[config.mk]
export PLATFORM = sky130hd
export DESIGN_NAME = keyed_client_table_flat
export DESIGN_NICKNAME = d
export VERILOG_FILES = /design/src/rtl/kct_pkg.sv /design/src/rtl/kct_req_if.sv /design/src/rtl/kct_rsp_if.sv /design/src/rtl/kct_ram.sv /design/src/rtl/kct_seq.sv /design/src/rtl/keyed_client_table.sv /design/src/flat_wrapper.sv
export SDC_FILE = /design/constraint.sdc
export NUM_CORES = 2
export LEC_CHECK = 0
export BUFFER_PORTS_ARGS = -buffer_cell sky130_fd_sc_hd__buf_2
export CAP_MARGIN = 20
export CELL_PAD_IN_SITES_DETAIL_PLACEMENT = 1
export CELL_PAD_IN_SITES_GLOBAL_PLACEMENT = 2
export CORE_MARGIN = 5
export CORE_UTILIZATION = 44
export CTS_BUF_LIST = sky130_fd_sc_hd__clkbuf_4 sky130_fd_sc_hd__clkbuf_8
export DETAILED_ROUTE_END_ITERATION = 10
export PLACE_DENSITY_LB_ADDON = 0.1
export SKIP_CTS_REPAIR_TIMING = 1
export SKIP_LAST_GASP = 1
export SYNTH_ARGS = -nofsm -noshare
export SYNTH_HDL_FRONTEND = slang
export SYNTH_SLANG_ARGS = --single-unit
[constraint.sdc]
create_clock -name clock -period 5.7 [get_ports clock]
set_input_delay 1.14 -clock clock [delete_from_list [all_inputs] [get_ports clock]]
set_output_delay 1.14 -clock clock [all_outputs]
set_load 0.005 [all_outputs]
[src/rtl/kct_pkg.sv]
// Shared constants and types for the keyed client table.
`default_nettype none
package kct_pkg;

   localparam int CAPACITY_DEF = 16;

   localparam int KEY_W     = 32;
   localparam int ID_W      = 32;
   localparam int ENTRY_W   = KEY_W + ID_W;
   localparam int TYPE_W    = 2;
   localparam int IDX_W     = 4;
   localparam int POS_W     = 4;
   localparam int CNT_OUT_W = 5;

   localparam logic [TYPE_W-1:0] REQ_ADD  = 2'd0;
   localparam logic [TYPE_W-1:0] REQ_DEL  = 2'd1;
   localparam logic [TYPE_W-1:0] REQ_READ = 2'd2;

   typedef struct packed {
      logic                 added;
      logic                 full_res;
      logic                 del_found;
      logic [POS_W-1:0]     del_position;
      logic                 read_valid;
      logic [KEY_W-1:0]     read_key;
      logic [ID_W-1:0]      read_id;
      logic [CNT_OUT_W-1:0] entry_count;
   } rsp_type;

   // sequencer to response stage
   typedef struct packed {
      logic    done;
      rsp_type res;
   } seq_out_type;

endpackage
`default_nettype wire

[src/rtl/kct_req_if.sv]
// Request channel: valid/ready plus request payload.
`default_nettype none
interface kct_req_if;
   logic                        valid;
   logic                        ready;
   logic [kct_pkg::TYPE_W-1:0]  req_type;
   logic [kct_pkg::KEY_W-1:0]   key;
   logic [kct_pkg::ID_W-1:0]    client_id;
   logic [kct_pkg::IDX_W-1:0]   index;

   modport source (output valid, req_type, key, client_id, index, input ready);
   modport sink   (input valid, req_type, key, client_id, index, output ready);
endinterface
`default_nettype wire

[src/rtl/kct_rsp_if.sv]
// Response channel: valid/ready plus result payload.
`default_nettype none
interface kct_rsp_if;
   logic                          valid;
   logic                          ready;
   logic                          added;
   logic                          full_res;
   logic                          del_found;
   logic [kct_pkg::POS_W-1:0]     del_position;
   logic                          read_valid;
   logic [kct_pkg::KEY_W-1:0]     read_key;
   logic [kct_pkg::ID_W-1:0]      read_id;
   logic [kct_pkg::CNT_OUT_W-1:0] entry_count;

   modport source (output valid, added, full_res, del_found, del_position, read_valid,
                   read_key, read_id, entry_count, input ready);
   modport sink   (input valid, added, full_res, del_found, del_position, read_valid,
                   read_key, read_id, entry_count, output ready);
endinterface
`default_nettype wire

[src/rtl/kct_ram.sv]
// Generic simple dual-port RAM, one write and one registered read port.
`default_nettype none
module kct_ram #(
   parameter int WIDTH = 8,
   parameter int DEPTH = 16
) (
   input  wire logic                     clock,
   input  wire logic                     wr_en,
   input  wire logic [$clog2(DEPTH)-1:0] wr_addr,
   input  wire logic [WIDTH-1:0]         wr_data,
   input  wire logic [$clog2(DEPTH)-1:0] rd_addr,
   output      logic [WIDTH-1:0]         rd_data
);
   logic [WIDTH-1:0] mem_ff [DEPTH];
   logic [WIDTH-1:0] rd_data_ff;

   always_ff @(posedge clock) begin
      if (wr_en) begin
         mem_ff[wr_addr] <= wr_data;
      end
      rd_data_ff <= mem_ff[rd_addr];
   end

   assign rd_data = rd_data_ff;
endmodule
`default_nettype wire

[src/rtl/kct_seq.sv]
// Request sequencer: key scan, append/update, delete compaction and indexed read.
`default_nettype none
module kct_seq #(
   parameter int CAPACITY = kct_pkg::CAPACITY_DEF
) (
   input  wire logic                            clock,
   input  wire logic                            reset,
   kct_req_if.sink                              req_chan,
   input  wire logic                            out_free,
   output      kct_pkg::seq_out_type            seq_out,
   output      logic                            ram_we,
   output      logic [$clog2(CAPACITY)-1:0]     ram_waddr,
   output      logic [kct_pkg::ENTRY_W-1:0]     ram_wdata,
   output      logic [$clog2(CAPACITY)-1:0]     ram_raddr,
   input  wire logic [kct_pkg::ENTRY_W-1:0]     ram_rdata
);
   localparam int AW = $clog2(CAPACITY);
   localparam int CW = $clog2(CAPACITY + 1);
   localparam int IW = (CW > kct_pkg::IDX_W) ? CW : kct_pkg::IDX_W;

   typedef enum logic [4:0] {
      S_IDLE   = 5'b00001,
      S_SCAN   = 5'b00010,
      S_SHIFT  = 5'b00100,
      S_RDWAIT = 5'b01000,
      S_DONE   = 5'b10000
   } seq_state_type;

   seq_state_type                 state_ff, state_in;
   logic [CW-1:0]                 count_ff, count_in;
   logic [CW-1:0]                 scan_ff, scan_in;
   logic                          pend_ff, pend_in;
   logic [AW-1:0]                 pend_addr_ff, pend_addr_in;
   logic                          hit_ff, hit_in;
   logic [AW-1:0]                 hit_addr_ff, hit_addr_in;
   logic [CW-1:0]                 sh_ff, sh_in;
   logic                          shpend_ff, shpend_in;
   logic [AW-1:0]                 shpend_addr_ff, shpend_addr_in;
   logic [kct_pkg::TYPE_W-1:0]    op_ff, op_in;
   logic [kct_pkg::KEY_W-1:0]     key_ff, key_in;
   logic [kct_pkg::ID_W-1:0]      id_ff, id_in;
   kct_pkg::rsp_type              res_ff, res_in;

   logic [IW-1:0]                 idx_ext;
   logic [IW-1:0]                 cnt_ext;
   logic                          rd_ok;
   logic                          scan_issue;
   logic                          key_match;
   logic [CW-1:0]                 sh_next;
   logic                          sh_issue;
   logic                          done;
   logic [kct_pkg::KEY_W-1:0]     rd_key;

   assign idx_ext    = IW'(req_chan.index);
   assign cnt_ext    = IW'(count_ff);
   assign rd_ok      = idx_ext < cnt_ext;
   assign scan_issue = scan_ff < count_ff;
   assign rd_key     = ram_rdata[kct_pkg::ENTRY_W-1:kct_pkg::ID_W];
   assign key_match  = pend_ff && (rd_key == key_ff);
   assign sh_next    = CW'(sh_ff + 1'b1);
   assign sh_issue   = sh_next < count_ff;

   assign req_chan.ready = (state_ff == S_IDLE);

   always_comb begin
      state_in       = state_ff;
      count_in       = count_ff;
      scan_in        = scan_ff;
      pend_in        = 1'b0;
      pend_addr_in   = scan_ff[AW-1:0];
      hit_in         = hit_ff;
      hit_addr_in    = hit_addr_ff;
      sh_in          = sh_ff;
      shpend_in      = 1'b0;
      shpend_addr_in = sh_ff[AW-1:0];
      op_in          = op_ff;
      key_in         = key_ff;
      id_in          = id_ff;
      res_in         = res_ff;
      ram_we         = 1'b0;
      ram_waddr      = pend_addr_ff;
      ram_wdata      = {key_ff, id_ff};
      ram_raddr      = scan_ff[AW-1:0];
      done           = 1'b0;

      unique case (state_ff)
         S_IDLE: begin
            ram_raddr = AW'(idx_ext);
            if (req_chan.valid) begin
               op_in   = req_chan.req_type;
               key_in  = req_chan.key;
               id_in   = req_chan.client_id;
               res_in  = '0;
               scan_in = '0;
               hit_in  = 1'b0;
               priority if (req_chan.req_type == kct_pkg::REQ_ADD ||
                            req_chan.req_type == kct_pkg::REQ_DEL) begin
                  state_in = S_SCAN;
               end else if (req_chan.req_type == kct_pkg::REQ_READ && rd_ok) begin
                  state_in = S_RDWAIT;
               end else begin
                  state_in = S_DONE;
               end
            end
         end

         S_SCAN: begin
            // one read issued per cycle, compare lands in the cycle after
            pend_in = scan_issue;
            if (scan_issue) begin
               scan_in = CW'(scan_ff + 1'b1);
            end
            if (op_ff == kct_pkg::REQ_ADD) begin
               if (key_match) begin
                  ram_we    = 1'b1;
                  ram_waddr = pend_addr_ff;
                  state_in  = S_DONE;
               end else if (!scan_issue && !pend_ff) begin
                  if (count_ff >= CW'(CAPACITY)) begin
                     res_in.full_res = 1'b1;
                  end else begin
                     ram_we         = 1'b1;
                     ram_waddr      = count_ff[AW-1:0];
                     count_in       = CW'(count_ff + 1'b1);
                     res_in.added   = 1'b1;
                  end
                  state_in = S_DONE;
               end
            end else begin
               // delete keeps the last match
               if (key_match) begin
                  hit_in      = 1'b1;
                  hit_addr_in = pend_addr_ff;
               end
               if (!scan_issue && !pend_ff) begin
                  if (hit_ff) begin
                     sh_in    = CW'(hit_addr_ff);
                     state_in = S_SHIFT;
                  end else begin
                     state_in = S_DONE;
                  end
               end
            end
         end

         S_SHIFT: begin
            // read entry above, write it one place down next cycle
            ram_raddr = sh_next[AW-1:0];
            shpend_in = sh_issue;
            if (sh_issue) begin
               sh_in = sh_next;
            end
            if (shpend_ff) begin
               ram_we    = 1'b1;
               ram_waddr = shpend_addr_ff;
               ram_wdata = ram_rdata;
            end
            if (!sh_issue && !shpend_ff) begin
               count_in            = CW'(count_ff - 1'b1);
               res_in.del_found    = 1'b1;
               res_in.del_position = kct_pkg::POS_W'(hit_addr_ff);
               state_in            = S_DONE;
            end
         end

         S_RDWAIT: begin
            res_in.read_valid = 1'b1;
            res_in.read_key   = rd_key;
            res_in.read_id    = ram_rdata[kct_pkg::ID_W-1:0];
            state_in          = S_DONE;
         end

         S_DONE: begin
            if (out_free) begin
               done     = 1'b1;
               state_in = S_IDLE;
            end
         end

         default: begin
            state_in = S_IDLE;
         end
      endcase
   end

   always_ff @(posedge clock) begin
      if (reset) begin
         state_ff  <= S_IDLE;
         count_ff  <= '0;
         scan_ff   <= '0;
         pend_ff   <= 1'b0;
         hit_ff    <= 1'b0;
         sh_ff     <= '0;
         shpend_ff <= 1'b0;
      end else begin
         state_ff  <= state_in;
         count_ff  <= count_in;
         scan_ff   <= scan_in;
         pend_ff   <= pend_in;
         hit_ff    <= hit_in;
         sh_ff     <= sh_in;
         shpend_ff <= shpend_in;
      end
   end

   always_ff @(posedge clock) begin
      pend_addr_ff   <= pend_addr_in;
      hit_addr_ff    <= hit_addr_in;
      shpend_addr_ff <= shpend_addr_in;
      op_ff          <= op_in;
      key_ff         <= key_in;
      id_ff          <= id_in;
      res_ff         <= res_in;
   end

   always_comb begin
      seq_out                 = '0;
      seq_out.done            = done;
      seq_out.res             = res_ff;
      seq_out.res.entry_count = kct_pkg::CNT_OUT_W'(count_ff);
   end
endmodule
`default_nettype wire

[src/rtl/keyed_client_table.sv]
// Top level of the keyed client table: sequencer, entry RAM and response register.
`default_nettype none
// Ordered table of up to CAPACITY {key, client id} entries held in one RAM
// (64-bit words, one write and one registered read port). Requests are taken
// one at a time. A delete scans every entry and an add scans until it meets
// its key, at one read per cycle, and then hands the result over to the output
// register; a delete that hits first compacts the entries above the removed
// one at one per cycle. A read does one RAM read before the hand-over, or none
// when the index is out of range or the type is unknown. The hand-over waits
// while the output register is full; the single RAM read port sets the pace.
// A new request is taken while the previous response still waits in the
// output register. No clearing pass after reset: only entries below the count
// are ever read.
module keyed_client_table #(
   parameter int CAPACITY = kct_pkg::CAPACITY_DEF
) (
   input  wire logic clock,
   input  wire logic reset,
   kct_req_if.sink   req_chan,
   kct_rsp_if.source rsp_chan
);
   localparam int AW = $clog2(CAPACITY);

   kct_pkg::seq_out_type        seq_out;
   logic                        out_free;
   logic                        ram_we;
   logic [AW-1:0]               ram_waddr;
   logic [kct_pkg::ENTRY_W-1:0] ram_wdata;
   logic [AW-1:0]               ram_raddr;
   logic [kct_pkg::ENTRY_W-1:0] ram_rdata;

   logic                        rsp_valid_ff, rsp_valid_in;
   kct_pkg::rsp_type            rsp_data_ff, rsp_data_in;

   kct_seq #(
      .CAPACITY (CAPACITY)
   ) u_seq (
      .clock     (clock),
      .reset     (reset),
      .req_chan  (req_chan),
      .out_free  (out_free),
      .seq_out   (seq_out),
      .ram_we    (ram_we),
      .ram_waddr (ram_waddr),
      .ram_wdata (ram_wdata),
      .ram_raddr (ram_raddr),
      .ram_rdata (ram_rdata)
   );

   kct_ram #(
      .WIDTH (kct_pkg::ENTRY_W),
      .DEPTH (CAPACITY)
   ) u_ram (
      .clock   (clock),
      .wr_en   (ram_we),
      .wr_addr (ram_waddr),
      .wr_data (ram_wdata),
      .rd_addr (ram_raddr),
      .rd_data (ram_rdata)
   );

   // output slot frees when empty or its beat is taken this cycle
   assign out_free = !rsp_valid_ff || rsp_chan.ready;

   always_comb begin
      rsp_data_in = rsp_data_ff;
      if (seq_out.done) begin
         rsp_valid_in = 1'b1;
         rsp_data_in  = seq_out.res;
      end else if (rsp_chan.ready) begin
         rsp_valid_in = 1'b0;
      end else begin
         rsp_valid_in = rsp_valid_ff;
      end
   end

   always_ff @(posedge clock) begin
      if (reset) begin
         rsp_valid_ff <= 1'b0;
      end else begin
         rsp_valid_ff <= rsp_valid_in;
      end
   end

   always_ff @(posedge clock) begin
      rsp_data_ff <= rsp_data_in;
   end

   assign rsp_chan.valid        = rsp_valid_ff;
   assign rsp_chan.added        = rsp_data_ff.added;
   assign rsp_chan.full_res     = rsp_data_ff.full_res;
   assign rsp_chan.del_found    = rsp_data_ff.del_found;
   assign rsp_chan.del_position = rsp_data_ff.del_position;
   assign rsp_chan.read_valid   = rsp_data_ff.read_valid;
   assign rsp_chan.read_key     = rsp_data_ff.read_key;
   assign rsp_chan.read_id      = rsp_data_ff.read_id;
   assign rsp_chan.entry_count  = rsp_data_ff.entry_count;
endmodule
`default_nettype wire
[src/flat_wrapper.sv]
// flat-port wrapper written by rule: the top's interface ports become plain ports
module keyed_client_table_flat 
#(
   parameter int CAPACITY = kct_pkg::CAPACITY_DEF
)
  (clock, reset, req_chan_valid, req_chan_req_type, req_chan_key, req_chan_client_id, req_chan_index, req_chan_ready, rsp_chan_valid, rsp_chan_added, rsp_chan_full_res, rsp_chan_del_found, rsp_chan_del_position, rsp_chan_read_valid, rsp_chan_read_key, rsp_chan_read_id, rsp_chan_entry_count, rsp_chan_ready);
  kct_req_if req_chan_i ();
  kct_rsp_if rsp_chan_i ();
  input  wire logic clock;
  input  wire logic reset;
  input wire logic [$bits(req_chan_i.valid)-1:0] req_chan_valid;
  input wire logic [$bits(req_chan_i.req_type)-1:0] req_chan_req_type;
  input wire logic [$bits(req_chan_i.key)-1:0] req_chan_key;
  input wire logic [$bits(req_chan_i.client_id)-1:0] req_chan_client_id;
  input wire logic [$bits(req_chan_i.index)-1:0] req_chan_index;
  output wire logic [$bits(req_chan_i.ready)-1:0] req_chan_ready;
  output wire logic [$bits(rsp_chan_i.valid)-1:0] rsp_chan_valid;
  output wire logic [$bits(rsp_chan_i.added)-1:0] rsp_chan_added;
  output wire logic [$bits(rsp_chan_i.full_res)-1:0] rsp_chan_full_res;
  output wire logic [$bits(rsp_chan_i.del_found)-1:0] rsp_chan_del_found;
  output wire logic [$bits(rsp_chan_i.del_position)-1:0] rsp_chan_del_position;
  output wire logic [$bits(rsp_chan_i.read_valid)-1:0] rsp_chan_read_valid;
  output wire logic [$bits(rsp_chan_i.read_key)-1:0] rsp_chan_read_key;
  output wire logic [$bits(rsp_chan_i.read_id)-1:0] rsp_chan_read_id;
  output wire logic [$bits(rsp_chan_i.entry_count)-1:0] rsp_chan_entry_count;
  input wire logic [$bits(rsp_chan_i.ready)-1:0] rsp_chan_ready;
  assign req_chan_i.valid = req_chan_valid;
  assign req_chan_i.req_type = req_chan_req_type;
  assign req_chan_i.key = req_chan_key;
  assign req_chan_i.client_id = req_chan_client_id;
  assign req_chan_i.index = req_chan_index;
  assign req_chan_ready = req_chan_i.ready;
  assign rsp_chan_valid = rsp_chan_i.valid;
  assign rsp_chan_added = rsp_chan_i.added;
  assign rsp_chan_full_res = rsp_chan_i.full_res;
  assign rsp_chan_del_found = rsp_chan_i.del_found;
  assign rsp_chan_del_position = rsp_chan_i.del_position;
  assign rsp_chan_read_valid = rsp_chan_i.read_valid;
  assign rsp_chan_read_key = rsp_chan_i.read_key;
  assign rsp_chan_read_id = rsp_chan_i.read_id;
  assign rsp_chan_entry_count = rsp_chan_i.entry_count;
  assign rsp_chan_i.ready = rsp_chan_ready;
  keyed_client_table #(.CAPACITY(CAPACITY)) u_core (.clock(clock), .reset(reset), .req_chan(req_chan_i), .rsp_chan(rsp_chan_i));
endmodule
==> metrics.cfg <==
[drt]
ant_nets=0
route.layer.met1.wl_mm=64.0
drc=0
dr_wl_met3_mm=6.93
wire_per_inst_um=27.7
via_count=29100
dr.pass1.iters=5
drt-total-wl_mm=143
vias_per_cell=5.63
drtIter0Drc=2093
top_layer_used=met5
dr_wl_met2_mm=69.5

[cells_and_area]
final_nets=3548
area.growth.synth_to_final_pct=14.1
fillCellCount=11100
fin_util=0.506
ff_latch_area_mm2=0.0392
layout_common_cells=edfxtp_1 (1,243), nand2_1 (398), clkbuf_8 (233), and2_1 (207), a211oi_1 (196)
mostFrequentLayoutCell=edfxtp_1
layout-drive-gt1-share=0.207
multi_input_area_mm2=0.0115
final_cell_area_mm2=0.0588

[clock_network]
clk_path_buf_depth=3
cts_root_buf=clkbuf_8
htreeDepth=4
numCtsBuffers=214
tritoncts=done
clk_pin_slew_worst_paths_ns=0.06
cts.sinks=1339
clock_latency_ns=0.88

[die]
dieHeight_um=352
io_pins=153
fp-row-count=125
dieArea_mm2=0.124
start_util=0.443
coreArea_mm2=0.116
chipWidth_um=352

[sta]
hold_viol=0
hold_ws_ns=0.405
min_period_ns=4.80
maxSlewViolCount=0
tns_ns=0
max_freq_ghz=0.208
worst_pin_slew_ns=1.08
relSlewSlack=0.279
setup_viol=0
worst_clock_skew_ns=0.0364
rsz0062_at_grt=false
fin_crit_sh=0.842

[worst_setup_path]
cp-end-kind=flip-flop
path_class=reg -> reg
worstReg2RegEnd=u_core.u_ram.mem_ff[1][54]
reg2reg_depth=10
worst_setup_path_start_kind=flip-flop
path_max_fanout=51
cp.arrival_ns=5.30
rrSetupSlack_ns=0.90
crit_required_ns=6.20
startpoint=u_core.u_seq.cnt_ext[2]
reg2reg_from=u_core.u_seq.cnt_ext[2]
cp-endpoint=u_core.u_ram.mem_ff[1][54]

[min_path]
min_path_type=reg -> reg
whs_path_depth=0

[grt]
grt_overflow=0
grt_pass1_wl_mm=208
grt_pass1_vias=30700
grt_usage=0.226
grt_start_max_net_pins=162
antenna_found_initial=8

[placement]
port_buffers=152
routabilityCongestion=0.785
placed_cell_area_mm2=0.0544
dp_hpwl_mm=84.7

[logic_synthesis]
synthesis.instances=3204
ys_ff_latch=1339
synth_area_mm2=0.0516
synth-main-ff-cell=edfxtp_1
synthArstFlopShare=0
synth_nets=3295
synth_edf_count=1243
syn_avg_cell_area_um2=16.1
synth_cell_type_count=56
yosysWarnings=0
ys_seq_area_frac=0.761

[job]
drv_cap=0

[pwr]
p_int_mw=16.4
finalPower_mw=22.0
pwr-share-clk=0.379
p_switching_mw=5.58
leakage_nw=19.8
ir_worst_vdd_v=0.000236
p_per_area_mw_per_mm2=374
comb_power_share=0.108
sw_frac_of_total=0.254
seq_power_share=0.513

[outcome]
status=finished, final reports clean

synthesized netlist by cell type, drive strengths merged, types with 2 or more instances:
library cell  instances  area, um^2
xnor2                 6        52.6
or3                   5        31.3
nor3                 12        65.1
a21o                  5        37.5
nor2b                 3        18.8
nand3                11        55.1
a31oi               131         820
and3                 66         413
dfxtp                96        1920
a21oi                18        90.1
or2                   5        31.3
o21ai                 6        30.0
o32ai                64         561
a211oi              196        1470
mux2i               131        1310
mux2                129        1450
clkbuf              121         454
or4                   3        22.5
nor2                 33         124
nand2               400        1500
and2                264        1650
buf                  73         498
nand4                 7        43.8
a22oi                 2        15.0
edfxtp             1243       37300
o211ai                7        52.6
nand2b                4        32.5
ha                   16         200
inv                  14        52.6
or3b                  3        28.8
xor2                 36         315
a221o                69         691
a221oi                5        50.0
nor4                  9        56.3
stage by stage:
| stage | setup WS [ns] | cells |
|---|---|---|
| 2_1_floorplan | 0.342 | 3204 |
| 3_3_place_gp | 0.998 | 4764 |
| 3_5_place_dp | 0.953 | 4764 |
| 4_1_cts | 0.926 | 5168 |
| 5_1_grt | 0.779 | 5170 |
| 6_report | 0.898 | 5170 |
sequential cells by signal, summed over array words and instances (netlist names), 2 cells and up:
signal                        count
u_core.rsp_chan.read_id          32
u_core.u_seq.op_ff                2
u_core.u_ram.rd_data             64
u_core.u_seq.pend_addr_ff         4
u_core.u_seq.hit_addr_ff          4
u_core.u_seq.scan_ff              5
u_core.u_seq.state_ff             5
u_core.u_seq.sh_ff                5
u_core.u_ram.mem_ff            1024
u_core.rsp_chan.entry_count       5
u_core.u_seq.seq_out             72
u_core.u_seq.key_ff              32
u_core.u_seq.shpend_addr_ff       4
u_core.rsp_chan.read_key         32
u_core.u_seq.cnt_ext              5
u_core.rsp_chan.del_position      4
u_core.u_seq.id_ff               32
power groups by stage:
stage          registers, mW  logic, mW  clock network [mW]
6_report                11.3       2.39                8.34
3_5_place_dp            11.5       2.40                   0
3_3_place_gp            11.5       2.34                   0
2_1_floorplan           11.4       1.50                   0
5_1_grt                 11.3       2.55                9.05
4_1_cts                 11.3       2.40                8.55
final cells by class:
cell class / count / area share
antenna: 1 / 0.0000425
clock buffer: 313 / 0.0647
clock inverter: 91 / 0.0101
inverter: 15 / 0.00108
multi-input combinational: 1656 / 0.196
sequential: 1339 / 0.667
tap: 1524 / 0.0324
timing repair buffer: 231 / 0.0287
logic make-up after synthesis:
family | synth area share
DFF | 0.761
and+or+nand+nor | 0.0795
AOI/OAI and AO/OA | 0.0750
muxes | 0.0536
buffers and inverters | 0.0196
xor gates and xnor gates | 0.00713
adders and majority gates | 0.00427
metal layers:
layer / GRT usage / vias to the layer above
met5: 0 / -
met4: 0.0598 / 2
met3: 0.0401 / 183
met2: 0.376 / 765
met1: 0.309 / 15200
li1: - / 12900
worst min-delay path by stage:
stage / slack (ns) / to / from
floorplan: 0.37 / u_core.u_seq.shpend_addr_ff[1] / u_core.u_seq.sh_ff[1]
CTS: 0.34 / u_core.u_seq.id_ff[22] / req_chan_client_id[22]
detailed placement: 0.40 / u_core.u_seq.shpend_addr_ff[1] / u_core.u_seq.sh_ff[1]
global route: 0.36 / u_core.u_seq.id_ff[29] / req_chan_client_id[29]
global placement: 0.40 / u_core.u_seq.shpend_addr_ff[1] / u_core.u_seq.sh_ff[1]
finish: 0.40 / u_core.rsp_chan.read_key[14] / u_core.u_seq.seq_out[51]
worst max-delay path, cell delays in order, from the launching register on:
cell      delay, ns
dfxtp_1        0.52
inv_1          0.16
ha_1           0.32
a21oi_1        0.15
o21ai_0        0.12
a31oi_1        0.70
nor3_2         0.23
a221oi_1       0.68
nand3_1        0.48
nor2_4         0.59
buf_12         0.40
No activity file was read; power rests on OpenSTA's default activity.
